[src/design/scsa_queue.sv]
// Two-entry queue between the front end and the back end.
`default_nettype none

module scsa_queue #(
  parameter int unsigned W = 16
) (
  input  wire logic         clk_i,
  input  wire logic         rst_ni,
  input  wire logic         push_i,
  input  wire logic [W-1:0] data_i,
  input  wire logic         pop_i,
  output logic              valid_o,
  output logic [W-1:0]      data_o,
  output logic              full_o
);

  logic [W-1:0] slot_q [2];
  logic         wptr_q, rptr_q;
  logic [1:0]   cnt_q;

  // Advance pointers and fill level
  always_ff @(posedge clk_i or negedge rst_ni) begin
    if (!rst_ni) begin
      wptr_q <= 1'b0;
      rptr_q <= 1'b0;
      cnt_q  <= '0;
    end else begin
      if (push_i) begin
        wptr_q <= ~wptr_q;
      end
      if (pop_i) begin
        rptr_q <= ~rptr_q;
      end
      cnt_q <= cnt_q + 2'(push_i) - 2'(pop_i);
    end
  end

  // Hold the payload
  always_ff @(posedge clk_i) begin
    if (push_i) begin
      slot_q[wptr_q] <= data_i;
    end
  end

  assign valid_o = cnt_q != 2'd0;
  assign full_o  = cnt_q == 2'd2;
  assign data_o  = slot_q[rptr_q];

endmodule

`default_nettype wire

[config.mk]
export PLATFORM = sky130hd
export DESIGN_NAME = scsa_queue
export DESIGN_NICKNAME = d
export VERILOG_FILES = /design/src/design/scsa_queue.sv
export SDC_FILE = /design/constraint.sdc
export NUM_CORES = 1
export LEC_CHECK = 0
export ABC_AREA = 1
export BUFFER_PORTS_ARGS = -buffer_cell sky130_fd_sc_hd__buf_2
export CAP_MARGIN = 20
export CORE_MARGIN = 2
export CORE_UTILIZATION = 40
export CTS_BUF_LIST = sky130_fd_sc_hd__clkbuf_4
export CTS_CLUSTER_DIAMETER = 80
export DETAILED_ROUTE_END_ITERATION = 16
export PLACE_DENSITY_LB_ADDON = 0.15
export REMOVE_ABC_BUFFERS = 1
export SLEW_MARGIN = 20
export SYNTH_ARGS = -nofsm -noshare
export SYNTH_HDL_FRONTEND = slang
export SYNTH_SLANG_ARGS = --single-unit
[constraint.sdc]
create_clock -name clk_i -period 1.9 [get_ports clk_i]
set_input_delay 0.38 -clock clk_i [delete_from_list [all_inputs] [get_ports clk_i]]
set_output_delay 0.38 -clock clk_i [all_outputs]
set_load 0.02 [all_outputs]
Word-level counts from Yosys, hierarchy flattened
Memories as Yosys holds them, arrays and structs flattened.
Cells that the tools add are included.
- RAM bits: 32
- input port bits: 20
- output and inout port bits: 18
- bits in registers: 4
- word-level logic and storage cells: 12
- memories: 1
- bitwise logic cells: 2
- eq/ne operators: 1
- reduce and logical (&&, ||, !) cells: 1
- mux-type cells: 2
- add/subtract/negate cells: 2
- memories (memory ; words ; bits a word ; rd ports ; clocked after memory_dff ; wr ports ; line ; RTL):
    slot_q ; 2 ; 16 ; 1 ; 0 ; 1 ; 17 ; logic [W-1:0] slot_q [2];
- operator list (operator ; count):
    2-bit by 1-bit adder with 2-bit output ; 1
    2-bit equality test (second input constant) ; 1
    1-bit 2-to-1 mux ; 2
    1-bit inverter ; 2
    2-bit nonzero test ; 1
    2-bit by 1-bit subtractor with 2-bit output ; 1

Longest topological paths before layout
- depth after elaboration: 2
- depth in mapped cells: 7
- mapped depth without buffers: 7

Worst setup path after synthesis
OpenSTA, ideal clock, no wires.
- kind: register to register
- start: register wptr_q
- end: memory slot_q[0][0], enable pin
- clock period less this slack: 1.492 ns
- stages on the path, launching flop included: 2
- setup time: 0.389 ns
- path buffers: 0
- data required time: 1.511 ns
- arrival time: 1.104 ns
- path slack: 0.408 ns
- cells stage by stage: dfrtp_1 > nor2_1
- RTL lines (item ; line ; RTL):
    start, declared ; 18 ; logic wptr_q, rptr_q;
    start signal, assigned ; 29 ; wptr_q <= ~wptr_q;
    end, declared ; 17 ;
No word-level cell before the write port.

Worst setup path after layout
- start: register rptr_q
- end: output port data_o[9]
- word-level cells in the longest chain between the ends: 1
- ends and longest elaborated chain (item ; line ; RTL):
    start, declared ; 18 ;
    start signal, assigned ; 32 ; rptr_q <= ~rptr_q;
    memory 2 x 16 bit ; -- ;
    end, declared ; 13 ; output logic [W-1:0] data_o,
No other way between the ends.

==> metrics.txt <==
register area share after synthesis=0.715; max-slew violations=0; CP endpoint=data_o[9]; synth unique cells=12; Area Growth Syn to Fin=24.8%; status=completed; Core Region=approximately 0.0036 mm2; Simple-Gate Fraction of Synth Area=0.0666; clk root buf=clkbuf_4; Clock Latency Late Sink=between 300 and 400 ps; vias in the first global route=between 800 and 900; grt ovf=0; Row Count=22; setup TNS=0 ps; VDD IR max=a little over 700 uV; Via density=4.32; largest family of logic cells by synthesized area=buffers and inverters; Die Wd=64.9 um; # port buffers=37; drt wl/cell=10.8 um; average cell area after synthesis=around 14 um2; via count=slightly below 900; worst slew pin tran=roughly 240 ps; r2r setup slk=~760 ps; TritonCTS buffer count=5; async set or reset register ratio after synthesis=0.111; Hold Fails Final Rpt=0; crit path from=rptr_q; Critical Path Sink Type=output port; Final HPWL DP=about 1600 um; Min-Delay Path Class=input port to flip-flop; initial antenna violation count=0; cts repair resizes=0; Worst Clk Skew=a little under 4 ps; R2R Path Start=cnt_q[0]; ant diodes=0; Synth warnings=0; synthesized area=0.00148 mm2; fillers=between 300 and 400; post-route cell area=0.00185 mm2; Max Cap Viol=0; crit share post-route=0.881; RSZ-0062 raised after global routing=no; Area contributors post-synth=edfxtp_1, o21ai_2, dfrtp_1; Yosys top cell area share=0.648; largest net degree at the start of global routing=20; adder-cell share of the synthesized area=0.0169; post-layout min period=~1700 ps; share of cells above drive strength 1=0.420; synthesized instance count=109; Yosys top cell by area=edfxtp_1; DRC viols=0; clock transition at the registers of the reported paths=~110 ps; Max Fanout on Critical Path=19; mux share of post-synthesis cell area=0; Max-slew headroom=0.841; final estimated routing congestion in global placement=approximately 0.57; Post-synth EDFFs=32; Static Leak=around 0.84 nW; Synth Area in Compound Gates=0.0894; first-pass GRT wire length=3520 um; R2R depth=6; Post-DP Area=0.00171 mm2; Register Area=0.00106 mm2; most instantiated library cell after synthesis=edfxtp_1; Ports=38; H-tree levels=2; critical path startpoint category=flip-flop; pwr dens=~1600 mW/mm2; WL final=roughly 2200 um; nets=178; Synth Area in XOR/XNOR=0.0118; maximum clock insertion buffer count=2; Global Route Usage Sum=0.117; first-iteration detailed-routing DRC count=19; synth cell count leaders=edfxtp_1, inv_1, nand2_1; post-synthesis register bit count=36; die area=0.00421 mm2; critical path class=flip-flop to output port; worst r2r dst=cnt_q[1]; DRT Pass-1 Iters=4; height of the die=approximately 65 um; CTS tree=built; Post-CTS Setup Bufs=0; f_max=597 MHz; Worst EP arrival=about 1300 ps; Final Setup Violations=0; DRT antenna net count=0; worst path required time=between 1500 and 2000 ps; initial core utilization=0.412; clk sinks=36; multi-input logic area=277 um2; ys flop type=edfxtp_1
==> layout make-up <==
cell class                 instances  area share
timing repair buffer              44       0.130
tap                               48      0.0324
clock inverter                     3      0.0486
sequential                        36       0.573
multi-input combinational         46       0.149
clock buffer                       5      0.0203
inverter                          23      0.0466
==> worst min-delay path by stage <==
stage | depth (start not counted) | from | to
finish | 1 | data_i[13] | slot_q[1][13]
global route | 1 | data_i[13] | slot_q[1][13]
CTS | 1 | data_i[13] | slot_q[1][13]
detailed placement | 1 | rst_ni | cnt_q[1]
global placement | 1 | rst_ni | cnt_q[1]
floorplan | 0 | rst_ni | cnt_q[0]
==> sequential cells by signal, summed over array words and instances (netlist names) <==
name	flops
slot_q	32
wptr_q	1
cnt_q	2
rptr_q	1
==> repair_timing <==
action,in CTS,in global routing
endpoints found under the setup margin,0,0
hold buffers,1,0
hold endpoints to repair,4,0
==> cell families after synthesis <==
| group | after synthesis |
|---|---|
| fa+ha+maj | 2 |
| xor+xnor | 2 |
| buf+inv | 27 |
| compound gates | 16 |
| simple gates | 26 |
| flops | 36 |
==> routing by layer <==
metal | GRT usage | share of wire
met5 | 0 | 0
met4 | 0.0559 | 0.0095
met1 | 0.119 | 0.38
met2 | 0.200 | 0.53
met3 | 0.0590 | 0.082
==> worst max-delay path, stage by stage (launching register included) <==
cell,delay [ps]
dfrtp_1,360
buf_4,260
nand2_1,100
o21ai_2,70
buf_2,180
==> stage by stage <==
| step | total power [mW] | util | worst slack (ps) | cells | hold WS, ps |
|---|---|---|---|---|---|
| finish | 2.96 | 0.514 | 226 | 205 | 229 |
| floorplan | 1.83 | - | 53.7 | 105 | 84.4 |
| global placement | 2.19 | 0.475 | 593 | 196 | 191 |
| global route | 3.15 | 0.514 | 109 | 205 | 197 |
| detailed placement | 2.22 | 0.475 | 577 | 196 | 192 |
| CTS | 3.02 | 0.514 | 181 | 205 | 205 |
==> report_power, final <==
group          internal, mW  switching, mW
sequential             1.06         0.0532
combinational         0.364          0.695
clock                 0.542          0.246
total                  1.97          0.995
==> placed cells by master (no fill, tap or decap), drive strengths merged <==
master and count:
bufinv 3, o21ai 16, dlygate4sd3 1, nand2 23, edfxtp 32, inv 23
buf 43, xor2 2, nand3 1, dfrtp 4, ha 2, nor2 2
clkbuf 5
Note: power is estimated with default switching activity, not from simulation.
