File: src/design/scsa_pkg.sv
// Shared types, codes and sizing helpers of the size-class slab allocator.
`default_nettype none

package scsa_pkg;

  // Default geometry
  localparam int unsigned PAGE_BYTES_DEF    = 4096;
  localparam int unsigned CONTROL_BYTES_DEF = 16;
  localparam int unsigned CLASS_COUNT_DEF   = 6;

  // Fixed field widths
  localparam int unsigned ADDR_W = 48;
  localparam int unsigned CLS_W  = 3;
  localparam int unsigned SIZE_W = 16;

  // Register indexes of the configuration port
  localparam int unsigned REG_SLAB_BASE = 0;

  // Request codes
  localparam logic OP_ALLOC = 1'b0;
  localparam logic OP_FREE  = 1'b1;

  typedef enum logic [2:0] {
    STAT_OK      = 3'd0,
    STAT_TOO_BIG = 3'd1,
    STAT_FULL    = 3'd2,
    STAT_NO_SLAB = 3'd3,
    STAT_TAIL    = 3'd4
  } status_e;

  typedef struct packed {
    logic [ADDR_W-1:0] addr;
    logic [CLS_W-1:0]  cls;
    status_e           st;
  } result_t;

  // Buffers that fit in front of the control tail of one page
  function automatic int unsigned bufs_in(input int unsigned c, input int unsigned page,
                                          input int unsigned ctrl);
    return (page - ctrl) >> (3 + c);
  endfunction

  // Byte offset of a class's page from the slab base
  function automatic int unsigned page_off(input int unsigned c, input int unsigned page);
    return c * page;
  endfunction

endpackage

`default_nettype wire

File: src/design/scsa_front.sv
// Front end: takes requests, picks the class and checks the free address.
`default_nettype none

module scsa_front import scsa_pkg::*; #(
  parameter int unsigned PAGE_BYTES    = PAGE_BYTES_DEF,
  parameter int unsigned CONTROL_BYTES = CONTROL_BYTES_DEF,
  parameter int unsigned CLASS_COUNT   = CLASS_COUNT_DEF,
  parameter int unsigned IDX_W         = 9,
  parameter int unsigned ITEM_W        = 1 + CLS_W + IDX_W + 3
) (
  input  wire logic              clk_i,
  input  wire logic              rst_ni,
  input  wire logic              accept_i,
  input  wire logic              req_type_i,
  input  wire logic [SIZE_W-1:0] request_size_i,
  input  wire logic [ADDR_W-1:0] free_address_i,
  input  wire logic [ADDR_W-1:0] slab_base_i,
  output logic                   stage_busy_o,
  output logic                   push_o,
  output logic [ITEM_W-1:0]      item_o
);

  localparam int unsigned OFF_W = $clog2(CLASS_COUNT * PAGE_BYTES);
  localparam int unsigned PG_W  = $clog2(PAGE_BYTES);

  typedef struct packed {
    logic             op;
    logic [CLS_W-1:0] cls;
    logic [IDX_W-1:0] idx;
    status_e          st;
  } item_t;

  logic              s1_valid_q;
  logic              s1_op_q, s1_op_d;
  logic [CLS_W-1:0]  s1_acls_q, s1_acls_d;
  logic              s1_big_q, s1_big_d;
  logic              s1_out_q, s1_out_d;
  logic [OFF_W-1:0]  s1_off_q, s1_off_d;
  logic [ADDR_W+1:0] diff;
  logic [CLS_W-1:0]  fcls;
  logic [OFF_W-1:0]  inpage;
  logic [PG_W-1:0]   idx_full;
  logic              tail;
  item_t             item;

  // Stage one: size compare for allocate, range check for free
  always_comb begin
    s1_op_d   = req_type_i;
    s1_big_d  = request_size_i > SIZE_W'(8 << (CLASS_COUNT - 1));
    s1_acls_d = '0;
    for (int c = CLASS_COUNT - 1; c >= 0; c--) begin
      if (request_size_i <= SIZE_W'(8 << c)) begin
        s1_acls_d = CLS_W'(c);
      end
    end
    diff     = {2'b00, free_address_i} - {2'b00, slab_base_i};
    s1_out_d = diff[ADDR_W+1] || (diff >= (ADDR_W+2)'(CLASS_COUNT * PAGE_BYTES));
    s1_off_d = diff[OFF_W-1:0];
  end

  always_ff @(posedge clk_i or negedge rst_ni) begin
    if (!rst_ni) begin
      s1_valid_q <= 1'b0;
    end else begin
      s1_valid_q <= accept_i;
    end
  end

  always_ff @(posedge clk_i) begin
    if (accept_i) begin
      s1_op_q   <= s1_op_d;
      s1_big_q  <= s1_big_d;
      s1_acls_q <= s1_acls_d;
      s1_out_q  <= s1_out_d;
      s1_off_q  <= s1_off_d;
    end
  end

  // Stage two: page, buffer index and tail check
  always_comb begin
    fcls = '0;
    for (int k = 1; k < CLASS_COUNT; k++) begin
      if (s1_off_q >= OFF_W'(k * PAGE_BYTES)) begin
        fcls = CLS_W'(k);
      end
    end
    inpage   = s1_off_q - OFF_W'(page_off(fcls, PAGE_BYTES));
    idx_full = inpage[PG_W-1:0] >> (3 + fcls);
    tail     = idx_full >= PG_W'(bufs_in(fcls, PAGE_BYTES, CONTROL_BYTES));

    item.op  = s1_op_q;
    item.cls = '0;
    item.idx = '0;
    item.st  = STAT_OK;
    if (s1_op_q == OP_ALLOC) begin
      if (s1_big_q) begin
        item.st = STAT_TOO_BIG;
      end else begin
        item.cls = s1_acls_q;
      end
    end else begin
      if (s1_out_q) begin
        item.st = STAT_NO_SLAB;
      end else if (tail) begin
        item.st  = STAT_TAIL;
        item.cls = fcls;
      end else begin
        item.cls = fcls;
        item.idx = idx_full[IDX_W-1:0];
      end
    end
  end

  assign stage_busy_o = s1_valid_q;
  assign push_o       = s1_valid_q;
  assign item_o       = item;

endmodule

`default_nettype wire

File: config.mk
export PLATFORM = sky130hd
export DESIGN_NAME = scsa_front
export DESIGN_NICKNAME = d
export VERILOG_FILES = /design/src/design/scsa_pkg.sv /design/src/design/scsa_front.sv
export SDC_FILE = /design/constraint.sdc
export NUM_CORES = 1
export LEC_CHECK = 0
export BUFFER_PORTS_ARGS = -buffer_cell sky130_fd_sc_hd__buf_2
export CAP_MARGIN = 20
export CORE_MARGIN = 8
export CORE_UTILIZATION = 40
export CTS_BUF_LIST = sky130_fd_sc_hd__clkbuf_4
export DETAILED_ROUTE_END_ITERATION = 8
export HOLD_SLACK_MARGIN = 0.06
export PLACE_DENSITY_LB_ADDON = 0.1
export SYNTH_ARGS = -nofsm -noshare
export SYNTH_HDL_FRONTEND = slang
export SYNTH_SLANG_ARGS = --single-unit
File: constraint.sdc
create_clock -name clk_i -period 3.3 [get_ports clk_i]
set_clock_uncertainty 0.2 [all_clocks]
set_input_delay 0.33 -clock clk_i [delete_from_list [all_inputs] [get_ports clk_i]]
set_output_delay 0.33 -clock clk_i [all_outputs]
set_load 0.005 [all_outputs]
# [After elaboration in Yosys (flattened, before gate mapping)]
# Index checks and enable logic that the tools add are counted.
[classes] add_sub_neg=3 order_cmp=14 shift=2 mux=19 reduce_logical=3
[ops] operator="$ge A50 B15 Y1 const B" n=1
[ops] operator="$sub A48 B48 Y49" n=1
[ops] operator="$mux W3" n=11
[ops] operator="$shr A12 B32 Y12" n=1
[ops] operator="$ge A15 B14 Y1 const B" n=2
[ops] operator="$ge A15 B15 Y1 const B" n=2
[ops] operator="$mux W9" n=2
[ops] operator="$gt A16 B9 Y1 const B" n=1
[ops] operator="$le A16 B4 Y1 const B" n=1
[ops] operator="$le A16 B5 Y1 const B" n=1
[ops] operator="$le A16 B6 Y1 const B" n=1
[ops] operator="$le A16 B7 Y1 const B" n=1
[ops] operator="$le A16 B8 Y1 const B" n=1
[ops] operator="$le A16 B9 Y1 const B" n=1
[ops] operator="$ge A15 B13 Y1 const B" n=1
[ops] operator="$ge A12 B12 Y1" n=1
[ops] operator="$mux W12" n=1
[ops] operator="$shr A12 B4 Y12 const A" n=1
[ops] operator="$sub A12 B1 Y12 const B" n=1
[ops] operator="$add A2 B3 Y4 const A" n=1
[ops] operator="$mux W2" n=2
[ops] operator="$reduce_or A4 Y1" n=1
[ops] operator="$mux W1" n=3
[ops] operator="$reduce_or A2 Y1" n=1
[ops] operator="$logic_or A1 B1 Y1" n=1
[word_totals] ff_bits=22 in_bits=116 output_inout_bits=18 elab_cells=49

# [Logic depth before layout (Yosys ltp)]
# Gate-level depths: netlist of the first run.
[depth] depth_word=12 mapped_depth=14 mapped_depth_nobuf=14

# [Worst setup path after synthesis of the first run]
# No wires, ideal clock.
[synth_timing] path_kind="register to output" from="register s1_off_q[14]" to="output port item_o[8]" arrival_time_ns=2.838 required_ns=2.770 path_slack_ns=-0.068 stages_incl_launch_ff=13 n_path_buf=1 cell_sequence="edfxtp_1 -> buf_2 -> a21oi_1 -> mux2i_1 -> mux2_2 -> ha_1 -> nand2b_1 -> a31o_1 -> a21o_1 -> a21oi_1 -> o21ai_0 -> nand2b_1 -> nor3b_1"
[synth_via] elab_chain_cells=12 word_cells_on_any_way=17 classes_between="add/sub (1); order compare (6); shift (2); mux (8)"
[synth_lines] element="from (decl)" line="scsa_front.sv:38" text="logic [OFF_W-1:0] s1_off_q, s1_off_d;"
[synth_lines] element="from (signal assigned)" line="scsa_front.sv:75" text="s1_off_q <= s1_off_d;"
[synth_lines] element="$ge A15 B13 Y1" line="scsa_front.sv:83" text="if (s1_off_q >= OFF_W'(k * PAGE_BYTES)) begin"
[synth_lines] element="$mux W1" line="scsa_front.sv:83"
[synth_lines] element="$mux W3 (3 in series)" line="scsa_front.sv:83"
[synth_lines] element="$mux W3 *" line="scsa_front.sv:83"
[synth_lines] element="$add A2 B3 Y4 *" line="scsa_pkg.sv:40, scsa_front.sv:88"
[synth_lines] element="$shr A12 B32 Y12 / $shr A12 B4 Y12 (equally long branches)" line="scsa_front.sv:88, scsa_pkg.sv:40"
[synth_lines] element="$ge A12 B12 Y1" line="scsa_front.sv:89" text="tail = idx_full >= PG_W'(bufs_in(fcls, PAGE_BYTES, CONTROL_BYTES));"
[synth_lines] element="$mux W9 *" line="scsa_front.sv:104" text="end else if (tail) begin"
[synth_lines] element="$mux W12 *" line="scsa_front.sv:102" text="if (s1_out_q) begin"
[synth_lines] element="$mux W9 *" line="scsa_front.sv:95" text="if (s1_op_q == OP_ALLOC) begin"
[synth_lines] element="to (decl)" line="scsa_front.sv:20" text="output logic [ITEM_W-1:0] item_o"
# Every way passes the cells marked *; elsewhere a longest branch is shown, timed or not.

# [Worst setup path after layout of the first run]
[layout_timing] from="register s1_off_q[12]" to="output port item_o[6]"
# Same word-level chain as after synthesis.

==> results of run 1 <==
[placed cells by master (no fill, tap or decap), drive strengths merged, types with 4 or more instances in the layout]
cell / count
a21oi: 70
and4: 4
nand2b: 8
or4: 4
xnor2: 20
o211ai: 12
edfxtp: 18
o21bai: 7
o22ai: 5
ha: 55
nor3: 25
a31oi: 7
nor4: 6
nand3: 16
or3: 7
o21a: 8
and2: 4
mux2: 6
mux2i: 14
nor2: 49
a211oi: 8
nand2: 51
xor2: 7
o31ai: 4
o2111ai: 4
o21ai: 38
a21o: 22
nor2b: 10
nand4: 15
o22a: 5
inv: 73
buf: 311
nor3b: 4
[where the power goes]
part	switching (mW)	total, mW	internal [mW]
Combinational	0.712	1.46	0.752
Sequential	0.0234	0.328	0.305
Clock	0.0808	0.127	0.0462
Total	0.816	1.92	1.10
[cell families after synthesis]
family / Yosys count / share of synthesized area (%)
XOR/XNOR: 27 / 5.01
buffers and inverters: 100 / 8.40
AO/OA/AOI/OAI: 223 / 31.3
flip-flops: 19 / 12.0
multiplexers: 20 / 4.40
adder cells (fa/ha/maj): 56 / 15.0
other: 1 / 0.0795
AND/OR/NAND/NOR: 217 / 23.8
[routing by layer]
layer | vias to the layer above | wire length [um]
li1 | 3048 | -
met3 | 18 | 628
met2 | 130 | 8060
met5 | - | 0
met4 | 0 | 239
met1 | 2726 | 7390
[critical path, delay by kind of cell, from the launching register on]
kind                       cells  cell delay (ps)
buffers and inverters          2              310
muxes                          2              490
AOI/OAI and AO/OA              6              910
DFF                            1              480
adders and majority gates      1              190
and+or+nand+nor                2              320
[repair_timing]
action                                 in CTS  in global routing
hold buffers                                2                  0
endpoints found under the hold margin       2                  0
pin swaps                                   6                 23
setup endpoints to repair                  11                 11
setup buffers                               3                  4
resized for setup                          18                 30
[per-stage QoR]
| stage | area (um^2) | utilization, % | power [mW] | TNS [ps] |
|---|---|---|---|---|
| final | 7050 | 61.5 | 1.92 | -1270 |
| after detailed placement | 6750 | 58.9 | 1.67 | -949 |
| after floorplan | 4730 | - | 1.07 | 0 |
| after CTS | 6900 | 60.2 | 1.88 | -1370 |
| after global placement | 6750 | 58.9 | 1.66 | -684 |
| after global routing | 7050 | 61.5 | 2.09 | -2840 |
[flip-flops by register name (all words and copies together), names as in the netlist]
| register | cells |
|---|---|
| s1_op_q | 1 |
| s1_big_q | 1 |
| s1_off_q | 12 |
| s1_out_q | 1 |
| s1_acls_q | 3 |
| push_o | 1 |
[how the worst max path moves through the flow]
stage	start	end	depth (start not counted)
6_report	s1_off_q[12]	item_o[6]	13
5_1_grt	s1_off_q[12]	item_o[6]	13
4_1_cts	s1_off_q[12]	item_o[6]	12
3_5_place_dp	free_address_i[0]	s1_out_q	15
3_3_place_gp	free_address_i[0]	s1_out_q	15
2_1_floorplan	free_address_i[0]	s1_out_q	14
[area by class of cell]
| class | instances | area [um^2] |
|---|---|---|
| clock buffers | 3 | 22.5 |
| clock inverters | 1 | 7.51 |
| fillers | 1082 | 4410 |
| inverters | 73 | 277 |
| multi-input cells | 545 | 3950 |
| flip-flops and latches | 19 | 566 |
| well taps | 143 | 179 |
| repair buffers | 313 | 2050 |
==> impl_metrics.py, run 1 <==
metrics = {
    "worst_setup_path": {
        "start_kind": "flip-flop",
        "worstSetupPathType": "reg2out",
        "endpoint_kind": "output port",
        "cp_max_fo": 7,
        "max_stage_delay_ps": 480,
        "arrival_ps": 3010,
        "path_cells": "buf_6 -> mux2_4 -> a21oi_2 -> mux2_4 -> ha_4 -> nand2b_4 -> a31o_1 -> a21o_1 -> a21oi_2 -> o21ai_2 -> nand2b_4 -> a211oi_2 -> buf_2",
        "crit_required_ps": 2770,
        "crit_slowest_cell": "edfxtp_1",
    },
    "job": {
        "drv_cap": 0,
    },
    "place": {
        "place.gp.congestion": 0.917,
        "dp_hpwl_mm": 14.2,
        "dpl.cell_count": 1084,
        "port_buffers": 133,
        "pre_cts_slack_ps": -423,
    },
    "global_route": {
        "antenna_found_initial": 0,
        "grt_usage_pct": 20.3,
        "top_usage_layer": "met2",
        "use_met1_pct": 25.1,
        "use_met3_pct": 2.21,
        "grt_pass1_wl_mm": 27.6,
        "grtUsageMet2_pct": 36.6,
        "overflow": 0,
        "grt_max_degree": 20,
        "grt_pass1_vias": 6054,
    },
    "hold_path": {
        "hold_path_class": "in2async",
    },
    "clock_network": {
        "htreeDepth": 1,
        "clk_pin_slew_worst_paths_ps": 120,
        "clk_path_buf_depth": 2,
        "cts_tree": "yes",
        "clockRootBuffer": "clkbuf_4",
        "cts_sinks": 19,
        "cts_made_buffers": 3,
    },
    "yosys": {
        "synth_area_mm2": 0.00472,
        "yosysTopAreaCell": "ha_1",
        "synth_flop_cell": "edfxtp_1",
        "synth.distinct_cells": 77,
        "ys_async_sr_fraction_pct": 5.26,
        "syn_inst": 663,
        "yosys_warnings": 0,
        "yosys-top-cells-count": "inv_1, a21oi_1, ha_1",
        "yosys-top-cells-area": "ha_1, edfxtp_1, a21oi_1",
        "synth_top_area_share_pct": 14.6,
        "yosysMostFrequentCell": "inv_1",
        "synth_edf_count": 18,
        "ys_ff_latch": 19,
        "syn_avg_cell_area_um2": 7.12,
        "yosysSeqAreaShare_pct": 12.0,
    },
    "drt": {
        "drt_iter0_markers": 294,
        "drcViolationCount": 0,
        "wire_per_inst_um": 14.9,
        "ant_nets": 0,
        "post_drt_via_cell_ratio": 5.40,
        "vias": 5922,
        "firstDrtPassIters": 5,
        "wl_mm": 16.3,
    },
    "power": {
        "power.density_mw_per_mm2": 272,
        "ir_drop_uv": 213,
        "p_leak_nw": 3.51,
    },
    "cells_and_area": {
        "n_antenna_cell": 0,
        "drive_gt1_share_pct": 38.4,
        "nets": 1127,
        "final_cells": 1097,
        "area_delta_synth_final_pct": 49.5,
    },
    "die": {
        "design.die.area_mm2": 0.0155,
        "row_count": 39,
        "core_mm2": 0.0115,
        "die_w_um": 125,
        "start_util_pct": 41.2,
        "die_h_um": 125,
        "ios": 134,
    },
    "sta": {
        "holdWs_ps": 106,
        "setup_slack_ps": -240,
        "setup_viol": 10,
        "post-route-period-util_pct": 107,
        "fin_crit_ps": 3540,
        "fmax_mhz": 282,
        "tightest_slew_ps": 537,
        "maxSlewHeadroom_pct": 63.8,
        "finalHoldViolCount": 0,
        "drv_slew": 0,
        "rsz0062_at_grt": "yes",
    },
    "status": {
        "status": "finished with violations",
        "violations": "setup timing",
    },
}
(Power assumes the default switching activity.)
==> inputs of run 2 (changes only) <==
--- a/config.mk
+++ b/config.mk
@@ -5,6 +5,7 @@
 export SDC_FILE = /design/constraint.sdc
 export NUM_CORES = 1
 export LEC_CHECK = 0
+export ABC_AREA = 1
 export BUFFER_PORTS_ARGS = -buffer_cell sky130_fd_sc_hd__buf_2
 export CAP_MARGIN = 20
 export CORE_MARGIN = 8
==> impl_metrics.py, run 2 <==
metrics = {
    "cells_and_area": {
        "layout_common_cells": "nand2_1, inv_1, buf_2, nor2_1, nand3_1",
        "n_antenna_cell": 0,
        "largest_register_ffs": 12,
        "largestRegisters": "s1_off_q (12), s1_acls_q (3)",
        "n_fill_cell": 1595,
        "final_common_cell": "nand2_1",
        "area_delta_synth_final_pct": 21.4,
        "nets": 1420,
        "regMostFlops": "s1_off_q",
        "drive_gt1_share_pct": 17.8,
    },
    "worst_setup_path": {
        "endpoint_kind": "output port",
        "worstSetupPathType": "reg2out",
        "start_kind": "flip-flop",
        "path_cells": "a21oi_4 -> buf_6 -> nand2_2 -> o21ai_2 -> inv_2 -> buf_6 -> o22ai_4 -> ha_4 -> nand2_4 -> o21ai_2 -> o21ai_2 -> nand4_4 -> nor3_2 -> buf_2",
        "cp_max_fo": 8,
        "max_stage_delay_ps": 460,
        "arrival_ps": 2690,
        "critPathTopFamily": "compound AO/OA/AOI/OAI gates",
        "crit_slowest_cell": "edfxtp_1",
        "path_common_cell": "o21ai_2",
        "path_buf_inv": 4,
        "crit_required_ps": 2770,
    },
    "clock_network": {
        "cts_tree": "yes",
        "cts_made_buffers": 3,
        "htreeDepth": 1,
        "clk_path_buf_depth": 2,
        "clockRootBuffer": "clkbuf_4",
        "clk_pin_slew_worst_paths_ps": 120,
        "cts_sinks": 19,
    },
    "die": {
        "die_w_um": 135,
        "core_mm2": 0.0138,
        "row_count": 43,
        "ios": 134,
        "design.die.area_mm2": 0.0182,
        "start_util_pct": 40.8,
        "die_h_um": 135,
    },
    "hold_path": {
        "hold_path_class": "in2async",
    },
    "yosys": {
        "synthMuxAreaShare_pct": 0,
        "synth_simple_gate_area_share_pct": 46.3,
        "synth_top_family_by_area": "simple AND/OR/NAND/NOR gates",
        "ys_async_sr_fraction_pct": 5.26,
        "synth.distinct_cells": 43,
        "yosys_warnings": 0,
        "synth_area_mm2": 0.00564,
        "syn_inst": 1087,
        "synth_xor_area_share_pct": 1.40,
        "yosysTopAreaCell": "nand2_1",
        "ys_ff_latch": 19,
        "yosysMostFrequentCell": "nand2_1",
        "synthAdderAreaFrac_pct": 12.5,
        "synth_top_area_share_pct": 24.9,
        "synth_edf_count": 18,
        "synth-compound-area-share_pct": 11.9,
        "synth_flop_cell": "edfxtp_1",
        "yosys-top-cells-count": "nand2_1, inv_1, nor2_1",
        "yosys-top-cells-area": "nand2_1, inv_1, ha_1",
        "syn_avg_cell_area_um2": 5.19,
        "yosysSeqAreaShare_pct": 10.0,
    },
    "sta": {
        "setup_viol": 0,
        "drv_slew": 0,
        "fin_crit_ps": 3220,
        "post-route-period-util_pct": 97.7,
        "fin_setup_tns_ps": 0,
        "maxSlewHeadroom_pct": 63.9,
        "finalHoldViolCount": 0,
        "fmax_mhz": 310,
        "rsz0062_at_grt": "yes",
        "tightest_slew_ps": 540,
    },
    "drt": {
        "post_drt_via_cell_ratio": 4.74,
        "wl_mm": 17.4,
        "vias": 6765,
        "firstDrtPassIters": 5,
        "wire_per_inst_um": 12.2,
        "drt_iter0_markers": 298,
        "drcViolationCount": 0,
        "ant_nets": 0,
    },
    "power": {
        "power.density_mw_per_mm2": 246,
        "totalPowerFinal_mw": 1.69,
        "ir_drop_uv": 133,
        "p_leak_nw": 4.20,
    },
    "place": {
        "dp_hpwl_mm": 15.5,
        "place.gp.congestion": 0.936,
        "port_buffers": 133,
    },
    "status": {
        "status": "complete, no violations",
    },
    "job": {
        "drv_cap": 0,
    },
    "global_route": {
        "grt_max_degree": 20,
        "grt_pass1_wl_mm": 29.3,
        "overflow": 0,
        "antenna_found_initial": 0,
        "grt_pass1_vias": 6556,
        "grt_usage_pct": 18.9,
    },
}
## run 2: logic make-up after synthesis
family                     after synthesis
xor gates and xnor gates                 9
buffers and inverters                  260
adders and majority gates               56
AOI/OAI and AO/OA                      115
and+or+nand+nor                        627
DFF                                     19
other                                    1
## run 2: cell type report
cell class | instances | area, um^2 | share of cell area [%]
Clock buffer | 3 | 22.5 | 0.329
Timing Repair Buffer | 159 | 881 | 12.9
Sequential cell | 19 | 566 | 8.25
Clock inverter | 1 | 7.51 | 0.110
Inverter | 255 | 957 | 14.0
Multi-Input combinational cell | 810 | 4190 | 61.2
Tap cell | 180 | 225 | 3.29
## run 2: routing by layer
| layer | part of all wire, % | vias to the layer above | track usage [%] |
|---|---|---|---|
| li1 | - | 3665 | - |
| met1 | 45 | 2930 | 24.3 |
| met2 | 48 | 160 | 34.2 |
| met3 | 5.6 | 10 | 1.89 |
| met4 | 0.69 | 0 | 2.12 |
| met5 | 0 | - | 0 |
## run 2: through the flow
| step | hold slack, ps | setup slack (ps) | std cells | area [um^2] | util (%) |
|---|---|---|---|---|---|
| floorplan | -166 | 602 | 1088 | 5650 | - |
| global placement | -95.3 | 41.9 | 1401 | 6530 | 47.2 |
| detailed placement | -93.4 | 63.7 | 1401 | 6530 | 47.2 |
| CTS | 118 | 15.3 | 1416 | 6670 | 48.3 |
| global route | 121 | -122 | 1427 | 6850 | 49.6 |
| finish | 117 | 77.3 | 1427 | 6850 | 49.6 |
## run 2: path summary, 6_finish.rpt
| kind | cells past startpoint | slack (ps) | from | endpoint |
|---|---|---|---|---|
| max | 14 | 80 | s1_off_q[13] | item_o[8] |
| min | 2 | 120 | rst_ni | push_o |
| max in group asynchronous | 2 | 2700 | rst_ni | push_o |
| min in group clk_i | 1 | 150 | accept_i | push_o |
## run 2: power by group
part	internal, mW	total [mW]	switching (mW)
clock network	0.0462	0.123	0.0765
registers	0.300	0.315	0.0158
logic	0.496	1.25	0.753
total	0.842	1.69	0.845
## run 2: what timing repair did
action,4_1_cts,5_1_grt
hold buffers,2,0
setup buffers,8,11
gates resized for setup,7,28
cloned,1,0
pin swaps,2,18
endpoints found under the hold margin,2,0
endpoints found under the setup margin,9,10
